--- config.mk ---
export PLATFORM = sky130hd
export DESIGN_NAME = radix_integer_text_parser_flat
export DESIGN_NICKNAME = d
export VERILOG_FILES = /design/src/hdl/rtp_pkg.sv /design/src/hdl/rtp_text_if.sv /design/src/hdl/rtp_result_if.sv /design/src/hdl/radix_integer_text_parser.sv /design/src/flat_wrapper.sv
export VERILOG_INCLUDE_DIRS = /design/src /design/src/hdl
export SDC_FILE = /design/constraint.sdc
export NUM_CORES = 1
export LEC_CHECK = 0
export ABC_CLOCK_PERIOD_IN_PS = 15800
export BUFFER_PORTS_ARGS = -buffer_cell sky130_fd_sc_hd__clkbuf_2
export CORE_ASPECT_RATIO = 0.6
export CORE_MARGIN = 2
export CORE_UTILIZATION = 50
export DETAILED_ROUTE_END_ITERATION = 8
export GPL_ROUTABILITY_DRIVEN = 0
export PLACE_DENSITY = 0.67
export SYNTH_ARGS = -nofsm -noshare
export SYNTH_HDL_FRONTEND = slang
export SYNTH_SLANG_ARGS = --single-unit
--- constraint.sdc ---
create_clock -name clk -period 15.8 [get_ports clk]
set_input_delay 2.37 -clock clk [delete_from_list [all_inputs] [get_ports clk]]
set_output_delay 2.37 -clock clk [all_outputs]
set_load 0.005 [all_outputs]
--- src/hdl/radix_integer_text_parser_defines.svh ---
// ----------------------------------------------------------------------------
// radix integer text parser assertion macros
// concurrent checks, compiled out for synthesis
// ----------------------------------------------------------------------------
`ifndef RADIX_INTEGER_TEXT_PARSER_DEFINES_SVH
`define RADIX_INTEGER_TEXT_PARSER_DEFINES_SVH

`ifndef SYNTHESIS

`define RTP_ASSERT_NOW(name, clk, rst_n, pre, post, msg) \
    name: assert property (@(posedge clk) disable iff (!rst_n) (pre) |-> (post)) \
        else $error(msg);

`define RTP_ASSERT_NEXT(name, clk, rst_n, pre, post, msg) \
    name: assert property (@(posedge clk) disable iff (!rst_n) (pre) |=> (post)) \
        else $error(msg);

`else

`define RTP_ASSERT_NOW(name, clk, rst_n, pre, post, msg)

`define RTP_ASSERT_NEXT(name, clk, rst_n, pre, post, msg)

`endif

`endif

--- src/hdl/rtp_pkg.sv ---
// ----------------------------------------------------------------------------
// rtp_pkg
// widths, character codes and digit decode for the radix integer text parser
// ----------------------------------------------------------------------------
`timescale 1ns / 1ps

package rtp_pkg;

    localparam int CHAR_W          = 8;
    localparam int RADIX_W         = 6;
    localparam int DIGIT_W         = 7;
    localparam int RESULT_W        = 64;
    localparam int VALUE_WIDTH_DEF = 64;

    localparam logic [RADIX_W-1:0] RADIX_RESET = 6'd10;
    localparam logic [RADIX_W-1:0] BASE_MIN    = 6'd2;
    localparam logic [RADIX_W-1:0] BASE_MAX    = 6'd36;

    localparam logic [DIGIT_W-1:0] NOT_DIGIT    = 7'd99;
    localparam logic [DIGIT_W-1:0] LETTER_FIRST = 7'd10;

    localparam logic [CHAR_W-1:0] SPACE_MAX  = 8'd32;
    localparam logic [CHAR_W-1:0] CHAR_PLUS  = 8'h2B;
    localparam logic [CHAR_W-1:0] CHAR_MINUS = 8'h2D;
    localparam logic [CHAR_W-1:0] CHAR_APOS  = 8'h27;
    localparam logic [CHAR_W-1:0] CHAR_QUOTE = 8'h22;
    localparam logic [CHAR_W-1:0] CHAR_UNDER = 8'h5F;
    localparam logic [CHAR_W-1:0] CHAR_0     = 8'h30;
    localparam logic [CHAR_W-1:0] CHAR_9     = 8'h39;
    localparam logic [CHAR_W-1:0] CHAR_UA    = 8'h41;
    localparam logic [CHAR_W-1:0] CHAR_UZ    = 8'h5A;
    localparam logic [CHAR_W-1:0] CHAR_LA    = 8'h61;
    localparam logic [CHAR_W-1:0] CHAR_LZ    = 8'h7A;

    function automatic logic [DIGIT_W-1:0] digit_of(input logic [CHAR_W-1:0] c);
        logic [DIGIT_W-1:0] d;
        if (c >= CHAR_0 && c <= CHAR_9)
        begin
            d = DIGIT_W'(c - CHAR_0);
        end
        else if (c >= CHAR_UA && c <= CHAR_UZ)
        begin
            d = DIGIT_W'(c - CHAR_UA) + LETTER_FIRST;
        end
        else if (c >= CHAR_LA && c <= CHAR_LZ)
        begin
            d = DIGIT_W'(c - CHAR_LA) + LETTER_FIRST;
        end
        else
        begin
            d = NOT_DIGIT;
        end
        return d;
    endfunction

endpackage

--- src/hdl/rtp_text_if.sv ---
// ----------------------------------------------------------------------------
// rtp_text_if
// text byte request channel with valid/ready handshake
// ----------------------------------------------------------------------------
`timescale 1ns / 1ps

interface rtp_text_if;
    logic                        valid;
    logic                        ready;
    logic [rtp_pkg::CHAR_W-1:0]  char_byte;
    logic                        has_byte;
    logic                        last;

    modport source (output valid, output char_byte, output has_byte, output last,
                    input ready);
    modport sink   (input valid, input char_byte, input has_byte, input last,
                    output ready);
endinterface

--- src/hdl/rtp_result_if.sv ---
// ----------------------------------------------------------------------------
// rtp_result_if
// parse result request channel with valid/ready handshake
// ----------------------------------------------------------------------------
`timescale 1ns / 1ps

interface rtp_result_if;
    logic                                valid;
    logic                                ready;
    logic                                ok;
    logic signed [rtp_pkg::RESULT_W-1:0] value;

    modport source (output valid, output ok, output value, input ready);
    modport sink   (input valid, input ok, input value, output ready);
endinterface

--- src/hdl/radix_integer_text_parser.sv ---
// ----------------------------------------------------------------------------
// radix_integer_text_parser
// streaming signed integer parser, base 2 to 36, at most one text byte per request
// ----------------------------------------------------------------------------
//  channel   role    payload
//  text      sink    char_byte[7:0], has_byte, last
//  result    source  ok, value[63:0] signed
//  cfg       write   cfg_we, cfg_wdata[5:0] (radix)
//
//  one request per cycle while no closing request is held back by a result;
//  a closing request passes from the input register to the result register
//  per-byte work is one multiply-add of the accumulator by the radix
//  between the input register and the result register
//  rst_n clears the parse state and sets radix to 10
//  a held result stalls only a closing request; other bytes keep flowing
// ----------------------------------------------------------------------------
`timescale 1ns / 1ps

`include "radix_integer_text_parser_defines.svh"

module radix_integer_text_parser #(
    parameter int VALUE_WIDTH = rtp_pkg::VALUE_WIDTH_DEF
) (
    input  logic                        clk,
    input  logic                        rst_n,
    input  logic                        cfg_we,
    input  logic [rtp_pkg::RADIX_W-1:0] cfg_wdata,
    rtp_text_if.sink                    text,
    rtp_result_if.source                result
);

    typedef enum logic [3:0] {
        PH_LEAD   = 4'b0001,
        PH_DIGITS = 4'b0010,
        PH_TRAIL  = 4'b0100,
        PH_FAIL   = 4'b1000
    } phase_t;

    logic [rtp_pkg::RADIX_W-1:0] radix_reg;

    logic                        s1_valid_reg;
    logic [rtp_pkg::CHAR_W-1:0]  s1_char_reg;
    logic                        s1_has_reg;
    logic                        s1_last_reg;

    phase_t                      phase_reg, phase_next;
    logic                        negative_reg, negative_next;
    logic                        seen_reg, seen_next;
    logic [VALUE_WIDTH-1:0]      acc_reg, acc_next;

    logic                        out_valid_reg, out_valid_next;
    logic                        out_ok_reg, out_ok_next;
    logic signed [rtp_pkg::RESULT_W-1:0] out_value_reg, out_value_next;

    logic                        out_free;
    logic                        s1_fire;
    logic                        text_take;

    logic [rtp_pkg::DIGIT_W-1:0] digit;
    logic                        is_sep;
    logic                        is_space;
    logic                        digit_hit;
    logic [VALUE_WIDTH-1:0]      mac;
    phase_t                      dp_phase;

    phase_t                      upd_phase;
    logic                        upd_negative;
    logic                        upd_seen;
    logic [VALUE_WIDTH-1:0]      upd_acc;

    logic                        radix_ok;
    logic                        good;
    logic [VALUE_WIDTH-1:0]      mag;
    logic signed [VALUE_WIDTH-1:0] wrapped;

    assign out_free  = !out_valid_reg || result.ready;
    assign s1_fire   = s1_valid_reg && (!s1_last_reg || out_free);
    assign text.ready = !s1_valid_reg || s1_fire;
    assign text_take = text.valid && text.ready;

    assign result.valid = out_valid_reg;
    assign result.ok    = out_ok_reg;
    assign result.value = out_value_reg;

    // byte classification and digit accumulate
    assign digit     = rtp_pkg::digit_of(s1_char_reg);
    assign is_sep    = (s1_char_reg == rtp_pkg::CHAR_APOS)
                    || (s1_char_reg == rtp_pkg::CHAR_QUOTE)
                    || (s1_char_reg == rtp_pkg::CHAR_UNDER);
    assign is_space  = s1_char_reg <= rtp_pkg::SPACE_MAX;
    assign digit_hit = digit < {1'b0, radix_reg};
    assign mac       = acc_reg * VALUE_WIDTH'(radix_reg) + VALUE_WIDTH'(digit);
    assign dp_phase  = (is_sep || digit_hit) ? PH_DIGITS
                     : (is_space ? PH_TRAIL : PH_FAIL);

    always_comb
    begin
        upd_phase    = phase_reg;
        upd_negative = negative_reg;
        upd_seen     = seen_reg;
        upd_acc      = acc_reg;
        if (s1_has_reg)
        begin
            unique case (phase_reg)
                PH_LEAD:
                begin
                    if (!is_space)
                    begin
                        if (s1_char_reg == rtp_pkg::CHAR_PLUS)
                        begin
                            upd_phase = PH_DIGITS;
                        end
                        else if (s1_char_reg == rtp_pkg::CHAR_MINUS)
                        begin
                            upd_phase    = PH_DIGITS;
                            upd_negative = 1'b1;
                        end
                        else
                        begin
                            upd_phase = dp_phase;
                            if (digit_hit)
                            begin
                                upd_acc  = mac;
                                upd_seen = 1'b1;
                            end
                        end
                    end
                end
                PH_DIGITS:
                begin
                    upd_phase = dp_phase;
                    if (digit_hit)
                    begin
                        upd_acc  = mac;
                        upd_seen = 1'b1;
                    end
                end
                PH_TRAIL:
                begin
                    if (!is_space)
                    begin
                        upd_phase = PH_FAIL;
                    end
                end
                default:
                begin
                    upd_phase = PH_FAIL;
                end
            endcase
        end
    end

    // result from the updated state
    assign radix_ok = (radix_reg >= rtp_pkg::BASE_MIN) && (radix_reg <= rtp_pkg::BASE_MAX);
    assign good     = upd_seen && (upd_phase != PH_FAIL) && radix_ok;
    assign mag      = upd_negative ? (VALUE_WIDTH'(0) - upd_acc) : upd_acc;
    assign wrapped  = good ? $signed(mag) : '0;

    always_comb
    begin
        phase_next     = phase_reg;
        negative_next  = negative_reg;
        seen_next      = seen_reg;
        acc_next       = acc_reg;
        out_valid_next = out_valid_reg;
        out_ok_next    = out_ok_reg;
        out_value_next = out_value_reg;
        if (result.ready)
        begin
            out_valid_next = 1'b0;
        end
        if (s1_fire)
        begin
            if (s1_last_reg)
            begin
                phase_next     = PH_LEAD;
                negative_next  = 1'b0;
                seen_next      = 1'b0;
                acc_next       = '0;
                out_valid_next = 1'b1;
                out_ok_next    = good;
                out_value_next = rtp_pkg::RESULT_W'(wrapped);
            end
            else
            begin
                phase_next    = upd_phase;
                negative_next = upd_negative;
                seen_next     = upd_seen;
                acc_next      = upd_acc;
            end
        end
    end

    always_ff @(posedge clk or negedge rst_n)
    begin
        if (!rst_n)
        begin
            radix_reg     <= rtp_pkg::RADIX_RESET;
            s1_valid_reg  <= 1'b0;
            phase_reg     <= PH_LEAD;
            negative_reg  <= 1'b0;
            seen_reg      <= 1'b0;
            acc_reg       <= '0;
            out_valid_reg <= 1'b0;
        end
        else
        begin
            if (cfg_we)
            begin
                radix_reg <= cfg_wdata;
            end
            if (text_take)
            begin
                s1_valid_reg <= 1'b1;
            end
            else if (s1_fire)
            begin
                s1_valid_reg <= 1'b0;
            end
            phase_reg     <= phase_next;
            negative_reg  <= negative_next;
            seen_reg      <= seen_next;
            acc_reg       <= acc_next;
            out_valid_reg <= out_valid_next;
        end
    end

    always_ff @(posedge clk)
    begin
        if (text_take)
        begin
            s1_char_reg <= text.char_byte;
            s1_has_reg  <= text.has_byte;
            s1_last_reg <= text.last;
        end
        out_ok_reg    <= out_ok_next;
        out_value_reg <= out_value_next;
    end

    `RTP_ASSERT_NOW(a_fail_value_zero, clk, rst_n, result.valid && !result.ok,
        result.value == '0, "failed parse carries a nonzero value")

    `RTP_ASSERT_NOW(a_ok_radix_range, clk, rst_n, result.valid && result.ok,
        radix_ok, "ok result with radix out of range")

    `RTP_ASSERT_NEXT(a_last_gives_result, clk, rst_n, s1_fire && s1_last_reg,
        result.valid, "closing request did not produce a result")

    `RTP_ASSERT_NEXT(a_last_clears_state, clk, rst_n, s1_fire && s1_last_reg,
        (phase_reg == PH_LEAD) && !seen_reg && !negative_reg && (acc_reg == '0),
        "parse state not cleared after closing request")

endmodule
--- src/flat_wrapper.sv ---
// flat-port wrapper written by rule: the top's interface ports become plain ports
module radix_integer_text_parser_flat 
#(
    parameter int VALUE_WIDTH = rtp_pkg::VALUE_WIDTH_DEF
)
  (clk, rst_n, cfg_we, cfg_wdata, text_valid, text_char_byte, text_has_byte, text_last, text_ready, result_valid, result_ok, result_value, result_ready);
  rtp_text_if text_i ();
  rtp_result_if result_i ();
  input  logic clk;
  input  logic rst_n;
  input  logic cfg_we;
  input  logic [rtp_pkg::RADIX_W-1:0] cfg_wdata;
  input wire logic [$bits(text_i.valid)-1:0] text_valid;
  input wire logic [$bits(text_i.char_byte)-1:0] text_char_byte;
  input wire logic [$bits(text_i.has_byte)-1:0] text_has_byte;
  input wire logic [$bits(text_i.last)-1:0] text_last;
  output wire logic [$bits(text_i.ready)-1:0] text_ready;
  output wire logic [$bits(result_i.valid)-1:0] result_valid;
  output wire logic [$bits(result_i.ok)-1:0] result_ok;
  output wire logic [$bits(result_i.value)-1:0] result_value;
  input wire logic [$bits(result_i.ready)-1:0] result_ready;
  assign text_i.valid = text_valid;
  assign text_i.char_byte = text_char_byte;
  assign text_i.has_byte = text_has_byte;
  assign text_i.last = text_last;
  assign text_ready = text_i.ready;
  assign result_valid = result_i.valid;
  assign result_ok = result_i.ok;
  assign result_value = result_i.value;
  assign result_i.ready = result_ready;
  radix_integer_text_parser #(.VALUE_WIDTH(VALUE_WIDTH)) u_core (.clk(clk), .rst_n(rst_n), .cfg_we(cfg_we), .cfg_wdata(cfg_wdata), .text(text_i), .result(result_i));
endmodule
==> results.toml, run 1 <==
[setup_path]
cp.required_ps = 15970
critPathLaunchType = "flop"
worstPathArrival_ps = 8930
r2r_slack_ps = 7040
worstPathMaxFanout = 61
cp-end-kind = "flop"
crit_type = "reg -> reg"

[timing]
max_freq_mhz = 114
rsz0062_at_grt = "false"
setup_viol = 0
relSlewSlack = 0.168
period_share = 0.555
fin_skew_ps = 20.2
finalHoldViolCount = 0
tns_ps = 0
finalCriticalPeriod_ps = 8760
slew_violations = 0
worst_pin_slew_ps = 1250

[clock_network]
post_cts_buffers = 0
ctsHtreeMaxLevel = 4
cts_hold_buf = 0
insertion_delay_ps = 440
root_buffer = "clkbuf_16"
post_cts_resized = 0
cts_buffers = 17
clk_pin_slew_worst_paths_ps = 80
cts_tree = "done"
clk_path_buf_depth = 2
cts_sinks = 153

[final_layout]
syn_to_final_growth_pct = 6.09
final_util = 0.537
nets = 2877
final_cell_mix = "and2_1, nand2_1, fa_1"
layout-drive-gt1-share = 0.0740
fin_cells = 3067
layout_commonest_cell = "and2_1"

[placement]
dp_hpwl_um = 56300
dp.cells = 3034
port_buffers = 87

[yosys]
avgSynthCellArea_um2 = 8.73
synth-edff-count = 75
syn_inst = 2516
synthArstFlopShare = 0.510
synth_area_mm2 = 0.0220
ys.flop_type = "edfxtp_1"
yosysSeqAreaShare = 0.192
syn_nets = 2919
yosys_warnings = 0
ys_types = 94
synth-seq-cells = 153

[floorplanning]
initial_core_util = 0.507
fp.dieH_um = 166
io-pin-count = 88
die_w_um = 275
design.core.area_mm2 = 0.0433
die-area_mm2 = 0.0457
rows = 59

[grt]
grt_pass1_vias = 18500
grt_max_degree = 67
grt-ovfl-total = 0
antenna_found_initial = 1
grt_pass1_wl_um = 111000
grt_usage = 0.315

[route]
drt_first_iter_violations = 2658
drtAntennaViolNets = 0
routedWlPerCell_um = 23.4
drt_pass1_iterations = 6
wirelength_um = 71700
vias_per_cell = 6.34
via_count = 19400
drc = 0

[outcome]
outcome = "finished, final reports clean"

[flow_run]
cap_violations = 0

[pwr]
p_leak_nw = 10.8
power_density_mw_per_mm2 = 47.3
ir_drop_uv = 66.3

[worst_hold_path]
hold_class = "reg -> reg"
==> layout make-up <==
cell class                      instances  area [um2]
Sequential cell                       153        4210
Clock inverter                          9         100
Fill cell                            3910       20000
Inverter                              133         499
Multi-Input combinational cell       2063       16700
Timing Repair Buffer                  106         581
Antenna cell                            1        2.50
Clock buffer                           23         520
Tap cell                              579         724
==> critical path, cell delays in order (launching register included) <==
cell,delay (ps)
dfstp_2,1300
nand2_1,190
fa_1,520
fa_1,540
inv_1,50
fa_1,530
inv_1,60
fa_1,520
inv_1,40
ha_1,380
nand4_1,150
a211oi_1,660
nor3_1,220
o211ai_1,380
xor2_1,210
a32oi_1,450
nand2_1,130
or4_1,520
or4_1,570
or3_1,510
o31ai_1,290
xor2_1,180
nor2_1,60
==> where the power goes <==
part           internal, mW  total (mW)  switching [mW]
logic                0.0634       0.220           0.156
clock network         0.252       0.429           0.177
registers             0.432       0.454          0.0219
total                 0.747        1.10           0.355
==> synthesized netlist by cell type, types with 6 or more instances <==
library cell	count	area [um2]
o211ai_1	13	97.6
and4_1	8	70.1
or3_1	18	113
buf_1	16	60.1
nand3_1	36	180
a211oi_1	13	97.6
or4_1	6	45.0
edfxtp_1	75	2250
a41oi_1	6	52.6
a31oi_1	29	181
nor4_1	14	87.6
a22o_1	20	175
clkbuf_1	143	537
a22oi_1	9	67.6
nor2b_1	10	62.6
inv_1	132	495
dfrtp_1	75	1880
xnor2_1	55	482
nor2_1	172	646
ha_1	141	1760
o21ai_0	172	861
a2111oi_0	6	52.6
a32oi_1	9	78.8
xor2_1	55	482
or2_2	8	50.1
nor3_1	32	160
o41ai_1	6	52.6
and3_1	22	138
mux2i_1	28	280
a21boi_0	8	60.1
and2_1	295	1850
a21o_1	27	203
a21oi_1	129	646
nand2_1	271	1020
fa_1	241	4820
buf_2	7	35.0
o22ai_1	6	37.5
a32o_1	6	60.1
a221oi_1	6	52.6
o31ai_1	23	173
nand4_1	38	238
o21a_1	19	143
==> kinds of logic (layout without fill, tap and decap cells) <==
logic type / count (synthesis) / after routing / synth area share
flops: 153 / 153 / 0.192
compound gates: 575 / 575 / 0.171
fa+ha+maj: 382 / 382 / 0.300
xor+xnor: 110 / 110 / 0.0439
mux: 32 / 32 / 0.0148
other cells: 0 / 1 / 0
buf+inv: 300 / 271 / 0.0517
simple gates: 964 / 964 / 0.226
==> routing by layer <==
layer,up-vias,part of all wire,GRT usage,wire (um)
met5,-,0,0,0
met4,0,0.011,0.0437,765
met3,64,0.18,0.159,13000
met2,1250,0.35,0.369,24900
met1,9494,0.46,0.506,33000
li1,8640,-,-,-
==> through the flow <==
step / power, mW / worst slack (ps) / instance area, um2 / hold slack [ps]
floorplan: 0.596 / 8370 / 22000 / 463
global placement: 0.670 / 7360 / 22700 / 497
detailed placement: 0.674 / 7250 / 22700 / 527
CTS: 1.10 / 7210 / 23300 / 542
global route: 1.14 / 6630 / 23300 / 603
finish: 1.10 / 7040 / 23300 / 536
==> worst paths after layout <==
path                                startpoint                      end  cells past startpoint
max in group asynchronous                rst_n       u_core.acc_reg[15]                      2
setup / recovery           u_core.radix_reg[3]  u_core.result.value[59]                     22
setup reg to reg           u_core.radix_reg[3]  u_core.result.value[59]                     22
hold reg to reg             u_core.acc_reg[63]       u_core.acc_reg[63]                      2
hold / removal              u_core.acc_reg[63]       u_core.acc_reg[63]                      2
min in group asynchronous                rst_n       u_core.acc_reg[62]                      1
No activity file was read; power rests on OpenSTA's default activity.
==> run 2, diff against run 1 <==
ABC_AREA = 1   (was default)
ABC_CLOCK_PERIOD_IN_PS = 8500   (was 15800)
PLACE_DENSITY = 0.66   (was 0.67)
clock period = 8.5 ns   (was 15.8 ns; I/O delays follow)
==> results.toml, run 2 <==
[floorplanning]
initial_core_util = 0.506
design.core.area_mm2 = 0.0509
rows = 64
die-area_mm2 = 0.0534
io-pin-count = 88
fp.dieH_um = 180
die_w_um = 297

[timing]
max_freq_mhz = 133
fin_skew_ps = 19.5
relSlewSlack = 0.260
setup_viol = 0
finalCriticalPeriod_ps = 7510
period_share = 0.884
slew_violations = 0
fin_ws_ps = 986
worst_pin_slew_ps = 1100
rsz0062_at_grt = "false"
finalHoldViolCount = 0
tns_ps = 0

[setup_path]
crit_top_cell = "nand2_1"
worstPathArrival_ps = 7770
critPathLaunchType = "flop"
cp.required_ps = 8760
crit_type = "reg -> reg"
slowest_delay_ps = 570
slowest_stage = "buf_4"
worstPathMaxFanout = 54
r2r_slack_ps = 990
cp-end-kind = "flop"

[clock_network]
post_cts_buffers = 0
cts_buffers = 17
post_cts_resized = 0
root_buffer = "clkbuf_16"
clk_path_buf_depth = 2
insertion_delay_ps = 480
clk_pin_slew_worst_paths_ps = 70
cts_sinks = 153
cts_tree = "done"
ctsHtreeMaxLevel = 4
cts_hold_buf = 0

[placement]
place_ws_ps = 1280
port_buffers = 87
dp_hpwl_um = 72400
dp.cells = 4727

[grt]
grt_usage = 0.343
grtUsageMet1 = 0.521
grt_util_met3 = 0.142
use_met2 = 0.433
globalRoute.busiestLayer = "met1"
antenna_found_initial = 2
grt_max_degree = 66
grt-ovfl-total = 0
grt_pass1_vias = 23700
grt_pass1_wl_um = 141000

[yosys]
synth-seq-cells = 153
ys_types = 56
yosysTopAreaCell = "nand2_1"
ys.flop_type = "edfxtp_1"
synth_area_mm2 = 0.0258
synth_top_area_frac = 0.208
syn_nets = 4500
yosysSeqAreaShare = 0.163
synth_top_cells_by_area = "nand2_1, fa_1, inv_1"
avgSynthCellArea_um2 = 6.29
synth_common_cells = "nand2_1, inv_1, nor2_1"
yosys_warnings = 0
yosysMostFrequentCell = "nand2_1"
synthArstFlopShare = 0.510
syn_inst = 4097
synth-edff-count = 75

[pwr]
intPower_mw = 1.69
switching_share = 0.521
p_clk_frac = 0.211
ir_drop_uv = 157
seqPwrFrac = 0.252
fin_total_pwr_mw = 3.54
p_leak_nw = 16.7
power_density_mw_per_mm2 = 130
comb_power_share = 0.536
p_sw_mw = 1.84

[route]
drtAntennaViolNets = 0
vias_per_cell = 5.48
drc = 0
wirelength_um = 90900
routedWlPerCell_um = 19.1
drt_pass1_iterations = 9
drt_first_iter_violations = 3725
via_count = 26100

[outcome]
outcome = "finished, final reports clean"

[final_layout]
antennaDiodeCount = 0
final_cell_mix = "nand2_1, inv_1, nor2_1"
layout_commonest_cell = "nand2_1"
nets = 4456
syn_to_final_growth_pct = 5.36
layout-drive-gt1-share = 0.0529
fillerInstances = 5226
fin_cells = 4759

[flow_run]
cap_violations = 0

[worst_hold_path]
hold_class = "reg -> reg"
## run 2: cell count changes after synthesis, moves of 35 or more
cell,previous run,this run
nor2_1,172,378
o22ai_1,6,46
nand2_1,271,1428
and2_1,295,5
xnor2_1,55,20
o21ai_0,172,127
nand3_1,36,225
inv_1,132,787
## run 2: power by group through the flow
stage	sequential, mW	clock [mW]	combinational (mW)
6_report	0.893	0.747	1.90
5_1_grt	0.897	0.792	2.03
4_1_cts	0.890	0.757	1.76
3_5_place_dp	0.905	0	1.75
3_3_place_gp	0.905	0	1.75
2_1_floorplan	0.848	0	1.20
## run 2: per-stage QoR
step	utilization	instance area (um2)	hold WS, ps
6_report	0.533	27200	553
5_1_grt	0.533	27200	586
4_1_cts	0.533	27200	549
3_5_place_dp	0.522	26600	538
3_3_place_gp	0.522	26600	539
2_1_floorplan	-	25800	498
## run 2: area by class of cell
type | count | area [um2] | share of cell area
clock buffers | 18 | 439 | 0.0162
clock inverters | 14 | 108 | 0.00396
inverters | 797 | 2990 | 0.110
multi-input cells | 2965 | 17800 | 0.656
flip-flops and latches | 153 | 4210 | 0.155
well taps | 693 | 867 | 0.0319
repair buffers | 119 | 716 | 0.0264
## run 2: path summary, 6_finish.rpt
path | start | cells past startpoint | end
setup / recovery | u_core.radix_reg[4] | 31 | u_core.result.value[54]
hold / removal | u_core.phase_reg[3] | 2 | u_core.phase_reg[3]
setup reg to reg | u_core.radix_reg[4] | 31 | u_core.result.value[54]
hold reg to reg | u_core.phase_reg[3] | 2 | u_core.phase_reg[3]
max in group asynchronous | rst_n | 2 | u_core.acc_reg[51]
min in group asynchronous | rst_n | 1 | u_core.acc_reg[0]
## run 2: worst max-delay path: cells and delay by family, from the launching register on
kind | cells | cell delay, ps
AOI/OAI and AO/OA | 1 | 310
xor gates and xnor gates | 1 | 160
adders and majority gates | 5 | 2220
buffers and inverters | 3 | 750
DFF | 1 | 470
and+or+nand+nor | 21 | 3360
## run 2: cells by family after synthesis
kind of cell             Yosys count  share of synthesized area
AND/OR/NAND/NOR                 2176                      0.342
buffers and inverters            979                      0.146
adder cells (fa/ha/maj)          382                      0.256
AO/OA/AOI/OAI                    363                     0.0780
flip-flops                       153                      0.163
XOR/XNOR                          44                     0.0150
## run 2: layer usage
| metal | up-vias | share of wire |
|---|---|---|
| li1 | 12300 | - |
| met1 | 12100 | 0.45 |
| met2 | 1561 | 0.36 |
| met3 | 154 | 0.16 |
| met4 | 4 | 0.030 |
| met5 | - | 0.0011 |
